===== src/rtl/dppt_pkg.sv =====
// Shared types and constants for the drum pad peak trigger.
// Used by the divider, the top level and the testbench; depends on nothing else.
`default_nettype none

package dppt_pkg;

    // Field widths and sizes
    localparam int NUM_PADS    = 8;
    localparam int PAD_BITS    = 3;
    localparam int SAMPLE_BITS = 12;
    localparam int TIME_BITS   = 32;
    localparam int VEL_BITS    = 7;
    localparam int CFG_BITS    = 20;
    localparam int QUOT_BITS   = 7;
    localparam int NUM_BITS    = SAMPLE_BITS + QUOT_BITS;
    localparam int S_TDATA_W   = 72;
    localparam int M_TDATA_W   = 48;

    // Velocity mapping constants
    localparam logic [VEL_BITS-1:0] VEL_MAX = 7'd127;
    localparam logic [VEL_BITS-1:0] VEL_MIN = 7'd1;

    // Configuration register indexes
    localparam logic CFG_SCAN_WINDOW = 1'b0;
    localparam logic CFG_RETRIGGER   = 1'b1;

    // Input item kinds carried on tuser
    localparam logic CMD_SAMPLE = 1'b0;
    localparam logic CMD_LIMITS = 1'b1;

    // Reset values of the configuration registers
    localparam logic [CFG_BITS-1:0] SCAN_WINDOW_RST = 20'd4000;
    localparam logic [CFG_BITS-1:0] RETRIGGER_RST   = 20'd35000;

    // Sequencer states
    typedef enum logic [2:0] {
        ST_IDLE,
        ST_EVAL,
        ST_START,
        ST_WAIT,
        ST_OUT
    } t_state;

    // Request to the shared divider
    typedef struct packed {
        logic                   start;
        logic [NUM_BITS-1:0]    numerator;
        logic [SAMPLE_BITS-1:0] denominator;
    } t_div_req;

endpackage

`default_nettype wire


===== src/rtl/drum_pad_peak_trigger.sv =====
// Drum pad peak trigger: per-pad hit detection on timestamped ADC samples, with peak
// velocity. One transaction is taken at a time. A limit load or a sample that closes no
// hit is evaluated in ST_EVAL and leaves the block ready again; a sample that closes a
// hit goes on through ST_START, ST_WAIT and ST_OUT before the block is ready again: the
// shared divider produces one bit of the 7-bit velocity quotient per cycle while busy,
// and the result may wait in ST_OUT for a free output register.
// A finished result sits in the output register while the next transaction is taken.
// Depends on dppt_pkg and dppt_div.
`default_nettype none

module drum_pad_peak_trigger (
    input  wire                                  i_clk,
    input  wire                                  i_rst_n,
    // Configuration writes
    input  wire                                  i_cfg_we,
    input  wire                                  i_cfg_idx,
    input  wire  [dppt_pkg::CFG_BITS-1:0]        i_cfg_data,
    // Input stream
    input  wire                                  s_axis_tvalid,
    output logic                                 s_axis_tready,
    // tdata from bit 0: pad[2:0], sample[14:3], time_us[46:15], low_limit[58:47],
    // high_limit[70:59], zero fill[71]
    input  wire  [dppt_pkg::S_TDATA_W-1:0]       s_axis_tdata,
    // tuser: command (0 = sample, 1 = load limits)
    input  wire                                  s_axis_tuser,
    // Result stream
    output logic                                 m_axis_tvalid,
    input  wire                                  m_axis_tready,
    // tdata from bit 0: hit_pad[2:0], velocity[9:3], hit_time_us[41:10], zero fill[47:42]
    output logic [dppt_pkg::M_TDATA_W-1:0]       m_axis_tdata
);
    import dppt_pkg::*;

    t_state r_state, n_state;

    // Configuration registers
    logic [CFG_BITS-1:0] r_scan_window;
    logic [CFG_BITS-1:0] r_retrigger;

    // Captured input transaction
    logic                   r_cmd;
    logic [PAD_BITS-1:0]    r_pad;
    logic [SAMPLE_BITS-1:0] r_sample;
    logic [TIME_BITS-1:0]   r_time;
    logic [SAMPLE_BITS-1:0] r_lo_in;
    logic [SAMPLE_BITS-1:0] r_hi_in;

    // Per-pad state
    logic [SAMPLE_BITS-1:0] r_low   [NUM_PADS];
    logic [SAMPLE_BITS-1:0] r_high  [NUM_PADS];
    logic [TIME_BITS-1:0]   r_last  [NUM_PADS];
    logic [TIME_BITS-1:0]   r_start [NUM_PADS];
    logic [SAMPLE_BITS-1:0] r_peak  [NUM_PADS];
    logic [NUM_PADS-1:0]    r_scan;

    // Hit being finished
    logic [PAD_BITS-1:0]    r_hit_pad;
    logic [TIME_BITS-1:0]   r_hit_time;
    logic [SAMPLE_BITS-1:0] r_diff;
    logic [SAMPLE_BITS-1:0] r_range;
    logic                   r_sat;

    // Output register
    logic                   r_out_valid;
    logic [PAD_BITS-1:0]    r_out_pad;
    logic [VEL_BITS-1:0]    r_out_vel;
    logic [TIME_BITS-1:0]   r_out_time;

    // Evaluation signals
    logic [SAMPLE_BITS-1:0] cur_lo, cur_hi, cur_peak, pk_sel, pk_clamp;
    logic [TIME_BITS-1:0]   elapsed, since_hit;
    logic                   win_done, trigger, close, peak_upd, is_scan, win_zero;

    // Sequencer controls
    logic     accept, eval_en, out_load;
    t_div_req div_req;
    logic     div_done;
    logic [QUOT_BITS-1:0] div_quot;

    assign accept = s_axis_tvalid && s_axis_tready;

    // Decision for the captured transaction against its pad's state.
    always_comb begin
        cur_lo    = r_low[r_pad];
        cur_hi    = r_high[r_pad];
        cur_peak  = r_peak[r_pad];
        is_scan   = r_scan[r_pad];
        elapsed   = r_time - r_start[r_pad];
        since_hit = r_time - r_last[r_pad];
        win_zero  = (r_scan_window == '0);
        win_done  = elapsed >= TIME_BITS'(r_scan_window);
        trigger   = !is_scan && (r_sample > cur_lo) && (since_hit > TIME_BITS'(r_retrigger));
        close     = (r_cmd == CMD_SAMPLE) && (is_scan ? win_done : (trigger && win_zero));
        peak_upd  = (r_cmd == CMD_SAMPLE) && is_scan && !win_done && (r_sample > cur_peak);
        pk_sel    = is_scan ? cur_peak : r_sample;
        if (pk_sel < cur_lo) begin
            pk_clamp = cur_lo;
        end else if (pk_sel > cur_hi) begin
            pk_clamp = cur_hi;
        end else begin
            pk_clamp = pk_sel;
        end
    end

    // Next state.
    always_comb begin
        n_state = r_state;
        case (r_state)
            ST_IDLE:  if (accept) n_state = ST_EVAL;
            ST_EVAL:  n_state = close ? ST_START : ST_IDLE;
            ST_START: n_state = ST_WAIT;
            ST_WAIT:  if (div_done) n_state = ST_OUT;
            ST_OUT:   if (!r_out_valid || m_axis_tready) n_state = ST_IDLE;
            default:  n_state = ST_IDLE;
        endcase
    end

    // State-driven controls.
    always_comb begin
        s_axis_tready     = 1'b0;
        eval_en           = 1'b0;
        out_load          = 1'b0;
        div_req.start     = 1'b0;
        div_req.numerator = {r_diff, 7'b0} - {6'b0, r_diff, 1'b0};
        div_req.denominator = r_range;
        case (r_state)
            ST_IDLE:  s_axis_tready = 1'b1;
            ST_EVAL:  eval_en = 1'b1;
            ST_START: div_req.start = 1'b1;
            ST_WAIT:  ;
            ST_OUT:   out_load = !r_out_valid || m_axis_tready;
            default:  ;
        endcase
    end

    always_ff @(posedge i_clk) begin
        if (!i_rst_n) begin
            r_state <= ST_IDLE;
        end else begin
            r_state <= n_state;
        end
    end

    // Configuration writes.
    always_ff @(posedge i_clk) begin
        if (!i_rst_n) begin
            r_scan_window <= SCAN_WINDOW_RST;
            r_retrigger   <= RETRIGGER_RST;
        end else if (i_cfg_we) begin
            case (i_cfg_idx)
                CFG_SCAN_WINDOW: r_scan_window <= i_cfg_data;
                CFG_RETRIGGER:   r_retrigger   <= i_cfg_data;
                default:         ;
            endcase
        end
    end

    // Capture of an accepted transaction.
    always_ff @(posedge i_clk) begin
        if (accept) begin
            r_cmd    <= s_axis_tuser;
            r_pad    <= s_axis_tdata[2:0];
            r_sample <= s_axis_tdata[14:3];
            r_time   <= s_axis_tdata[46:15];
            r_lo_in  <= s_axis_tdata[58:47];
            r_hi_in  <= s_axis_tdata[70:59];
        end
    end

    // Per-pad state update during evaluation.
    always_ff @(posedge i_clk) begin
        if (!i_rst_n) begin
            for (int i = 0; i < NUM_PADS; i++) begin
                r_low[i]   <= '1;
                r_high[i]  <= '1;
                r_last[i]  <= '0;
                r_start[i] <= '0;
                r_peak[i]  <= '0;
            end
            r_scan <= '0;
        end else if (eval_en) begin
            if (r_cmd == CMD_LIMITS) begin
                r_low[r_pad]  <= r_lo_in;
                r_high[r_pad] <= r_hi_in;
            end else begin
                // A trigger with a zero window closes at once and leaves the pad idle.
                if (trigger) begin
                    r_start[r_pad] <= r_time;
                    r_peak[r_pad]  <= r_sample;
                    r_scan[r_pad]  <= !win_zero;
                end
                if (peak_upd) begin
                    r_peak[r_pad] <= r_sample;
                end
                if (close) begin
                    r_last[r_pad] <= r_time;
                    if (is_scan) begin
                        r_scan[r_pad] <= 1'b0;
                    end
                end
            end
        end
    end

    // Operands of the velocity mapping for a closing hit.
    always_ff @(posedge i_clk) begin
        if (eval_en && close) begin
            r_hit_pad  <= r_pad;
            r_hit_time <= r_time;
            r_diff     <= pk_clamp - cur_lo;
            r_range    <= cur_hi - cur_lo;
            r_sat      <= cur_hi <= cur_lo;
        end
    end

    dppt_div u_div (
        .i_clk   (i_clk),
        .i_rst_n (i_rst_n),
        .i_req   (div_req),
        .o_done  (div_done),
        .o_quot  (div_quot)
    );

    // Output register: holds a result until the transaction completes.
    always_ff @(posedge i_clk) begin
        if (!i_rst_n) begin
            r_out_valid <= 1'b0;
        end else if (out_load) begin
            r_out_valid <= 1'b1;
        end else if (m_axis_tready) begin
            r_out_valid <= 1'b0;
        end
    end

    always_ff @(posedge i_clk) begin
        if (out_load) begin
            r_out_pad  <= r_hit_pad;
            r_out_vel  <= r_sat ? VEL_MAX : (div_quot + VEL_MIN);
            r_out_time <= r_hit_time;
        end
    end

    assign m_axis_tvalid = r_out_valid;
    assign m_axis_tdata  = {6'b0, r_out_time, r_out_vel, r_out_pad};

endmodule

`default_nettype wire


===== src/rtl/dppt_div.sv =====
// Restoring divider, one quotient bit per cycle, for the velocity mapping.
// Depends on dppt_pkg for widths and the request struct.
`default_nettype none

module dppt_div (
    input  wire                                 i_clk,
    input  wire                                 i_rst_n,
    input  dppt_pkg::t_div_req                  i_req,
    output logic                                o_done,
    output logic [dppt_pkg::QUOT_BITS-1:0]      o_quot
);
    import dppt_pkg::*;

    localparam int DSH_BITS = SAMPLE_BITS + QUOT_BITS - 1;
    localparam int CNT_BITS = $clog2(QUOT_BITS);
    localparam logic [CNT_BITS-1:0] LAST_STEP = CNT_BITS'(QUOT_BITS - 1);

    logic [NUM_BITS-1:0]  r_rem, n_rem;
    logic [DSH_BITS-1:0]  r_dsh, n_dsh;
    logic [QUOT_BITS-1:0] r_quot, n_quot;
    logic [CNT_BITS-1:0]  r_cnt, n_cnt;
    logic                 r_busy, n_busy;
    logic                 r_done, n_done;
    logic [NUM_BITS-1:0]  trial;
    logic                 fits;

    // One trial subtraction of the shifted divisor per cycle.
    always_comb begin
        trial  = r_rem - {1'b0, r_dsh};
        fits   = r_rem >= {1'b0, r_dsh};
        n_rem  = r_rem;
        n_dsh  = r_dsh;
        n_quot = r_quot;
        n_cnt  = r_cnt;
        n_busy = r_busy;
        n_done = r_done;
        if (i_req.start) begin
            n_rem  = i_req.numerator;
            n_dsh  = {i_req.denominator, (QUOT_BITS-1)'(0)};
            n_quot = '0;
            n_cnt  = '0;
            n_busy = 1'b1;
            n_done = 1'b0;
        end else if (r_busy) begin
            if (fits) begin
                n_rem = trial;
            end
            n_quot = {r_quot[QUOT_BITS-2:0], fits};
            n_dsh  = r_dsh >> 1;
            n_cnt  = r_cnt + 1'b1;
            if (r_cnt == LAST_STEP) begin
                n_busy = 1'b0;
                n_done = 1'b1;
            end
        end
    end

    always_ff @(posedge i_clk) begin
        if (!i_rst_n) begin
            r_busy <= 1'b0;
            r_done <= 1'b0;
            r_cnt  <= '0;
        end else begin
            r_busy <= n_busy;
            r_done <= n_done;
            r_cnt  <= n_cnt;
        end
    end

    always_ff @(posedge i_clk) begin
        r_rem  <= n_rem;
        r_dsh  <= n_dsh;
        r_quot <= n_quot;
    end

    assign o_done = r_done;
    assign o_quot = r_quot;

endmodule

`default_nettype wire


===== config.mk =====
export PLATFORM = sky130hd
export DESIGN_NAME = drum_pad_peak_trigger
export DESIGN_NICKNAME = d
export VERILOG_FILES = /design/src/rtl/dppt_pkg.sv /design/src/rtl/drum_pad_peak_trigger.sv /design/src/rtl/dppt_div.sv
export SDC_FILE = /design/constraint.sdc
export NUM_CORES = 2
export LEC_CHECK = 0
export BUFFER_PORTS_ARGS = -buffer_cell sky130_fd_sc_hd__clkbuf_2
export CORE_ASPECT_RATIO = 0.6
export CORE_MARGIN = 4
export CORE_UTILIZATION = 63
export DETAILED_ROUTE_END_ITERATION = 7
export PLACE_DENSITY_LB_ADDON = 0.05
export SETUP_SLACK_MARGIN = 0.3
export SLEW_MARGIN = 40
export SYNTH_ARGS = -nofsm -noshare
export SYNTH_HDL_FRONTEND = slang
export SYNTH_HIERARCHICAL = 1
export SYNTH_SLANG_ARGS = --single-unit

===== constraint.sdc =====
create_clock -name i_clk -period 13.2 [get_ports i_clk]
set_input_delay 0.66 -clock i_clk [delete_from_list [all_inputs] [get_ports i_clk]]
set_output_delay 0.66 -clock i_clk [all_outputs]
set_load 0.02 [all_outputs]

==> run_summary.xml <==
<?xml version="1.0" encoding="UTF-8"?>
<metrics>
  <group name="die">
    <metric name="floorplan.core_area" unit="um^2">85700</metric>
    <metric name="die_x" unit="um">388</metric>
    <metric name="fp-row-count" unit="">83</metric>
    <metric name="dieHeight" unit="um">236</metric>
    <metric name="initial_core_util" unit="%">63.6</metric>
    <metric name="ios" unit="">149</metric>
    <metric name="die_area" unit="um^2">91500</metric>
  </group>
  <group name="clock_network">
    <metric name="clock-sinks" unit="">1078</metric>
    <metric name="clock_tree.htree_level_count" unit="">3</metric>
    <metric name="cts_root_buf" unit="">clkbuf_16</metric>
    <metric name="clock_transition_at_the_registers_of_the_reported_paths" unit="ns">0.07</metric>
    <metric name="clock_insertion_delay_worst_skew" unit="ns">0.71</metric>
    <metric name="cts-hold-fix-buffers" unit="">0</metric>
    <metric name="tritoncts_clock_tree" unit="">yes</metric>
    <metric name="numCtsBuffers" unit="">98</metric>
    <metric name="clock_tree.buffer_depth" unit="">3</metric>
    <metric name="postCtsSetupRepairBufs" unit="">0</metric>
    <metric name="cts-resized-gates" unit="">0</metric>
  </group>
  <group name="status">
    <metric name="run_status" unit="">completed</metric>
  </group>
  <group name="routing">
    <metric name="met2RoutedLength" unit="um">60300</metric>
    <metric name="post_drt_via_cell_ratio" unit="">6.53</metric>
    <metric name="number_of_search_and_repair_iterations_in_the_first_detailed_routing_pass" unit="">8</metric>
    <metric name="top_signal_layer_used" unit="">met5</metric>
    <metric name="detail_route.wirelength" unit="um">145000</metric>
    <metric name="drt.antenna.violating_nets" unit="">0</metric>
    <metric name="avgRoutedWirePerCell" unit="um">26.5</metric>
    <metric name="route.layer.met1.wl" unit="um">63000</metric>
    <metric name="dr_wl_met3" unit="um">18900</metric>
    <metric name="detailedRoute.firstIterationViolations" unit="">4271</metric>
    <metric name="drc" unit="">0</metric>
    <metric name="num_vias" unit="">35700</metric>
  </group>
  <group name="global_route">
    <metric name="grt_first_pass_wirelength" unit="um">218000</metric>
    <metric name="track_usage" unit="%">31.5</metric>
    <metric name="grt_max_degree" unit="">83</metric>
    <metric name="global_route.overflow_total" unit="">0</metric>
    <metric name="grt_antenna_before_repair" unit="">7</metric>
    <metric name="vias_in_the_first_global_route" unit="">34300</metric>
  </group>
  <group name="final_layout">
    <metric name="layout_cells_sized_above_1" unit="%">20.1</metric>
    <metric name="flow.area_growth_from_synthesis" unit="%">9.51</metric>
    <metric name="fillCellCount" unit="">6054</metric>
    <metric name="nets" unit="">4551</metric>
  </group>
  <group name="timing">
    <metric name="tightestPinTransition" unit="ns">0.843</metric>
    <metric name="layout_worst_path_cycle_share" unit="%">67.3</metric>
    <metric name="setup_violations" unit="">0</metric>
    <metric name="peak_freq" unit="MHz">113</metric>
    <metric name="slew_headroom" unit="%">43.8</metric>
    <metric name="grt_setup_unrepaired" unit="">no</metric>
    <metric name="finClkSkew" unit="ns">0.0282</metric>
    <metric name="final_critical_period" unit="ns">8.88</metric>
    <metric name="report.final.slew_viol_count" unit="">0</metric>
    <metric name="hold_violations" unit="">0</metric>
    <metric name="setup_tns" unit="ns">0</metric>
  </group>
  <group name="placed_design">
    <metric name="half_perimeter_wire_length_of_the_detailed_placement_result" unit="um">92700</metric>
    <metric name="finalWeightedCongestion" unit="">0.938</metric>
    <metric name="portBuffers" unit="">141</metric>
  </group>
  <group name="min_path">
    <metric name="worstHoldPathType" unit="">in2reg</metric>
  </group>
  <group name="critical_path">
    <metric name="endpoint_arrival_time_on_the_critical_path" unit="ns">9.20</metric>
    <metric name="worstPathRequired" unit="ns">13.52</metric>
    <metric name="start_kind" unit="">register</metric>
    <metric name="crit_path_max_fanout" unit="">80</metric>
    <metric name="setup.worst_path.end_class" unit="">register</metric>
    <metric name="timing_worst_setup_path_type" unit="">reg2reg</metric>
  </group>
  <group name="synthesis">
    <metric name="yosys_most_used_dff" unit="">edfxtp_1</metric>
    <metric name="synthesis.area_per_instance" unit="um^2">13.1</metric>
    <metric name="yosysTopAreaCellShare" unit="%">55.3</metric>
    <metric name="synth_commonest_cells" unit="">edfxtp_1 (1005), nor3_1 (299), nand2_1 (275)</metric>
    <metric name="yosys.area.top_type" unit="">edfxtp_1</metric>
    <metric name="synth_sequential_area_ratio" unit="%">58.0</metric>
    <metric name="synth-edff-count" unit="">1005</metric>
    <metric name="syn-cell-area" unit="um^2">54500</metric>
    <metric name="synth_cell_types" unit="">96</metric>
    <metric name="yosys.cell_count.top_type" unit="">edfxtp_1</metric>
    <metric name="syn-instance-count" unit="">4155</metric>
    <metric name="synth.ff_latch_count" unit="">1078</metric>
    <metric name="synthArstFlopShare" unit="%">0</metric>
    <metric name="post_synth_main_area_contributors" unit="">edfxtp_1 (55%), mux4_2 (8.3%), ha_1 (4.6%)</metric>
    <metric name="yosysWarnings" unit="">6</metric>
  </group>
  <group name="power">
    <metric name="power_per_cell_area" unit="nW/um^2">131</metric>
    <metric name="p_leak" unit="nW">21.0</metric>
    <metric name="vdd_drop_max" unit="V">0.000125</metric>
    <metric name="power" unit="mW">7.80</metric>
  </group>
  <group name="run">
    <metric name="cap_viol_max_count" unit="">0</metric>
  </group>
</metrics>
worst max-delay path: stages, from the launching register on:
cell	delay, ns
dfxtp_4	0.70
buf_12	0.60
buf_6	0.56
mux4_2	0.57
mux2i_1	0.33
ha_1	0.36
a211oi_1	0.32
o21ai_0	0.29
nand3_1	0.17
o211ai_1	0.18
nor2b_1	0.19
nor2_1	0.13
xnor2_1	0.16
ha_1	0.30
a21o_1	0.19
a21oi_1	0.18
o211ai_1	0.11
a211oi_1	0.23
a211oi_1	0.14
nor4_2	0.49
o2111a_1	0.65
nand4_1	0.69
nand3_1	0.81
cell families (layout without fill, tap and decap cells):
logic type	count (synthesis)	in the layout	share of synthesized area, %
other cells	1	8	0.00688
xor+xnor	92	92	1.48
fa+ha+maj	207	207	4.82
compound gates	637	637	7.95
mux	348	348	11.1
buf+inv	393	557	3.19
flops	1078	1078	58.0
simple gates	1399	1399	13.5
area by class of cell:
type	instances	area (um^2)	area share, %
multi-input cells	2690	21500	36.0
clock buffers	121	2610	4.37
repair buffers	250	1590	2.67
flip-flops and latches	1078	31700	53.0
clock inverters	59	453	0.758
inverters	127	477	0.798
well taps	1147	1440	2.40
diodes	1	2.50	0.00419
worst paths after layout:
check / cells after the start / slack [ns] / to / startpoint
worst max-delay path: 22 / 4.32 / r_peak[7][7] / register
worst min-delay path: 1 / 0.13 / r_time[22] / s_axis_tdata[37]
worst max register to register: 22 / 4.32 / r_peak[7][7] / register
worst min register to register: 0 / 0.41 / r_out_time[1] / r_hit_time[1]
power breakdown:
| group | internal [mW] | switching, mW |
|---|---|---|
| Combinational | 0.429 | 0.710 |
| Sequential | 3.81 | 0.0604 |
| Clock | 1.49 | 1.30 |
registers in the layout, summed over array words and instances (netlist names), 7 cells and up, named ones only:
name	count
r_scan_window	20
r_lo_in	12
r_scan	8
r_last	256
r_high	96
r_hi_in	12
r_start	256
r_out_time	32
r_out_vel	7
r_hit_time	32
u_div/r_rem	19
u_div/o_quot	7
r_range	12
r_peak	96
r_diff	12
r_sample	12
r_time	32
u_div/r_dsh	18
r_retrigger	20
r_low	96
cells in the final DEF, fill, tap and decap left out, types with 18 or more instances in the layout:
master,instances
inv_1,125
clkbuf_16,100
nor2b_1,19
clkbuf_1,18
o211ai_1,29
edfxtp_1,1005
a31oi_1,25
mux2i_1,128
a21o_1,53
buf_4,102
nand2_1,266
o21ai_0,81
clkinv_1,28
dfxtp_1,70
xor2_1,34
nor2_1,151
xnor2_1,57
a21boi_0,78
nand2b_1,25
nand4_1,56
or2_2,199
mux4_2,202
clkbuf_2,140
a21boi_1,18
and2_1,197
nor3_1,295
a21oi_1,172
and3_1,76
nand3_1,32
ha_1,202
metal layers:
| metal | GRT usage [%] | vias up |
|---|---|---|
| li1 | - | 15900 |
| met1 | 48.8 | 17700 |
| met2 | 43.5 | 1865 |
| met3 | 10.4 | 187 |
| met4 | 6.88 | 6 |
| met5 | 0 | - |
metrics by stage:
stage               worst slack, ns  utilization (%)  hold slack, ns  std cells  cell area, um^2
floorplan                      2.56                -           0.400       4161            54600
global placement               4.09             66.0           0.400       5290            56500
detailed placement             4.16             66.1           0.405       5291            56600
CTS                            4.11             69.6          0.0830       5471            59700
global route                   3.56             69.7           0.113       5473            59700
finish                         4.32             69.7           0.128       5473            59700
(Power assumes the default switching activity.)
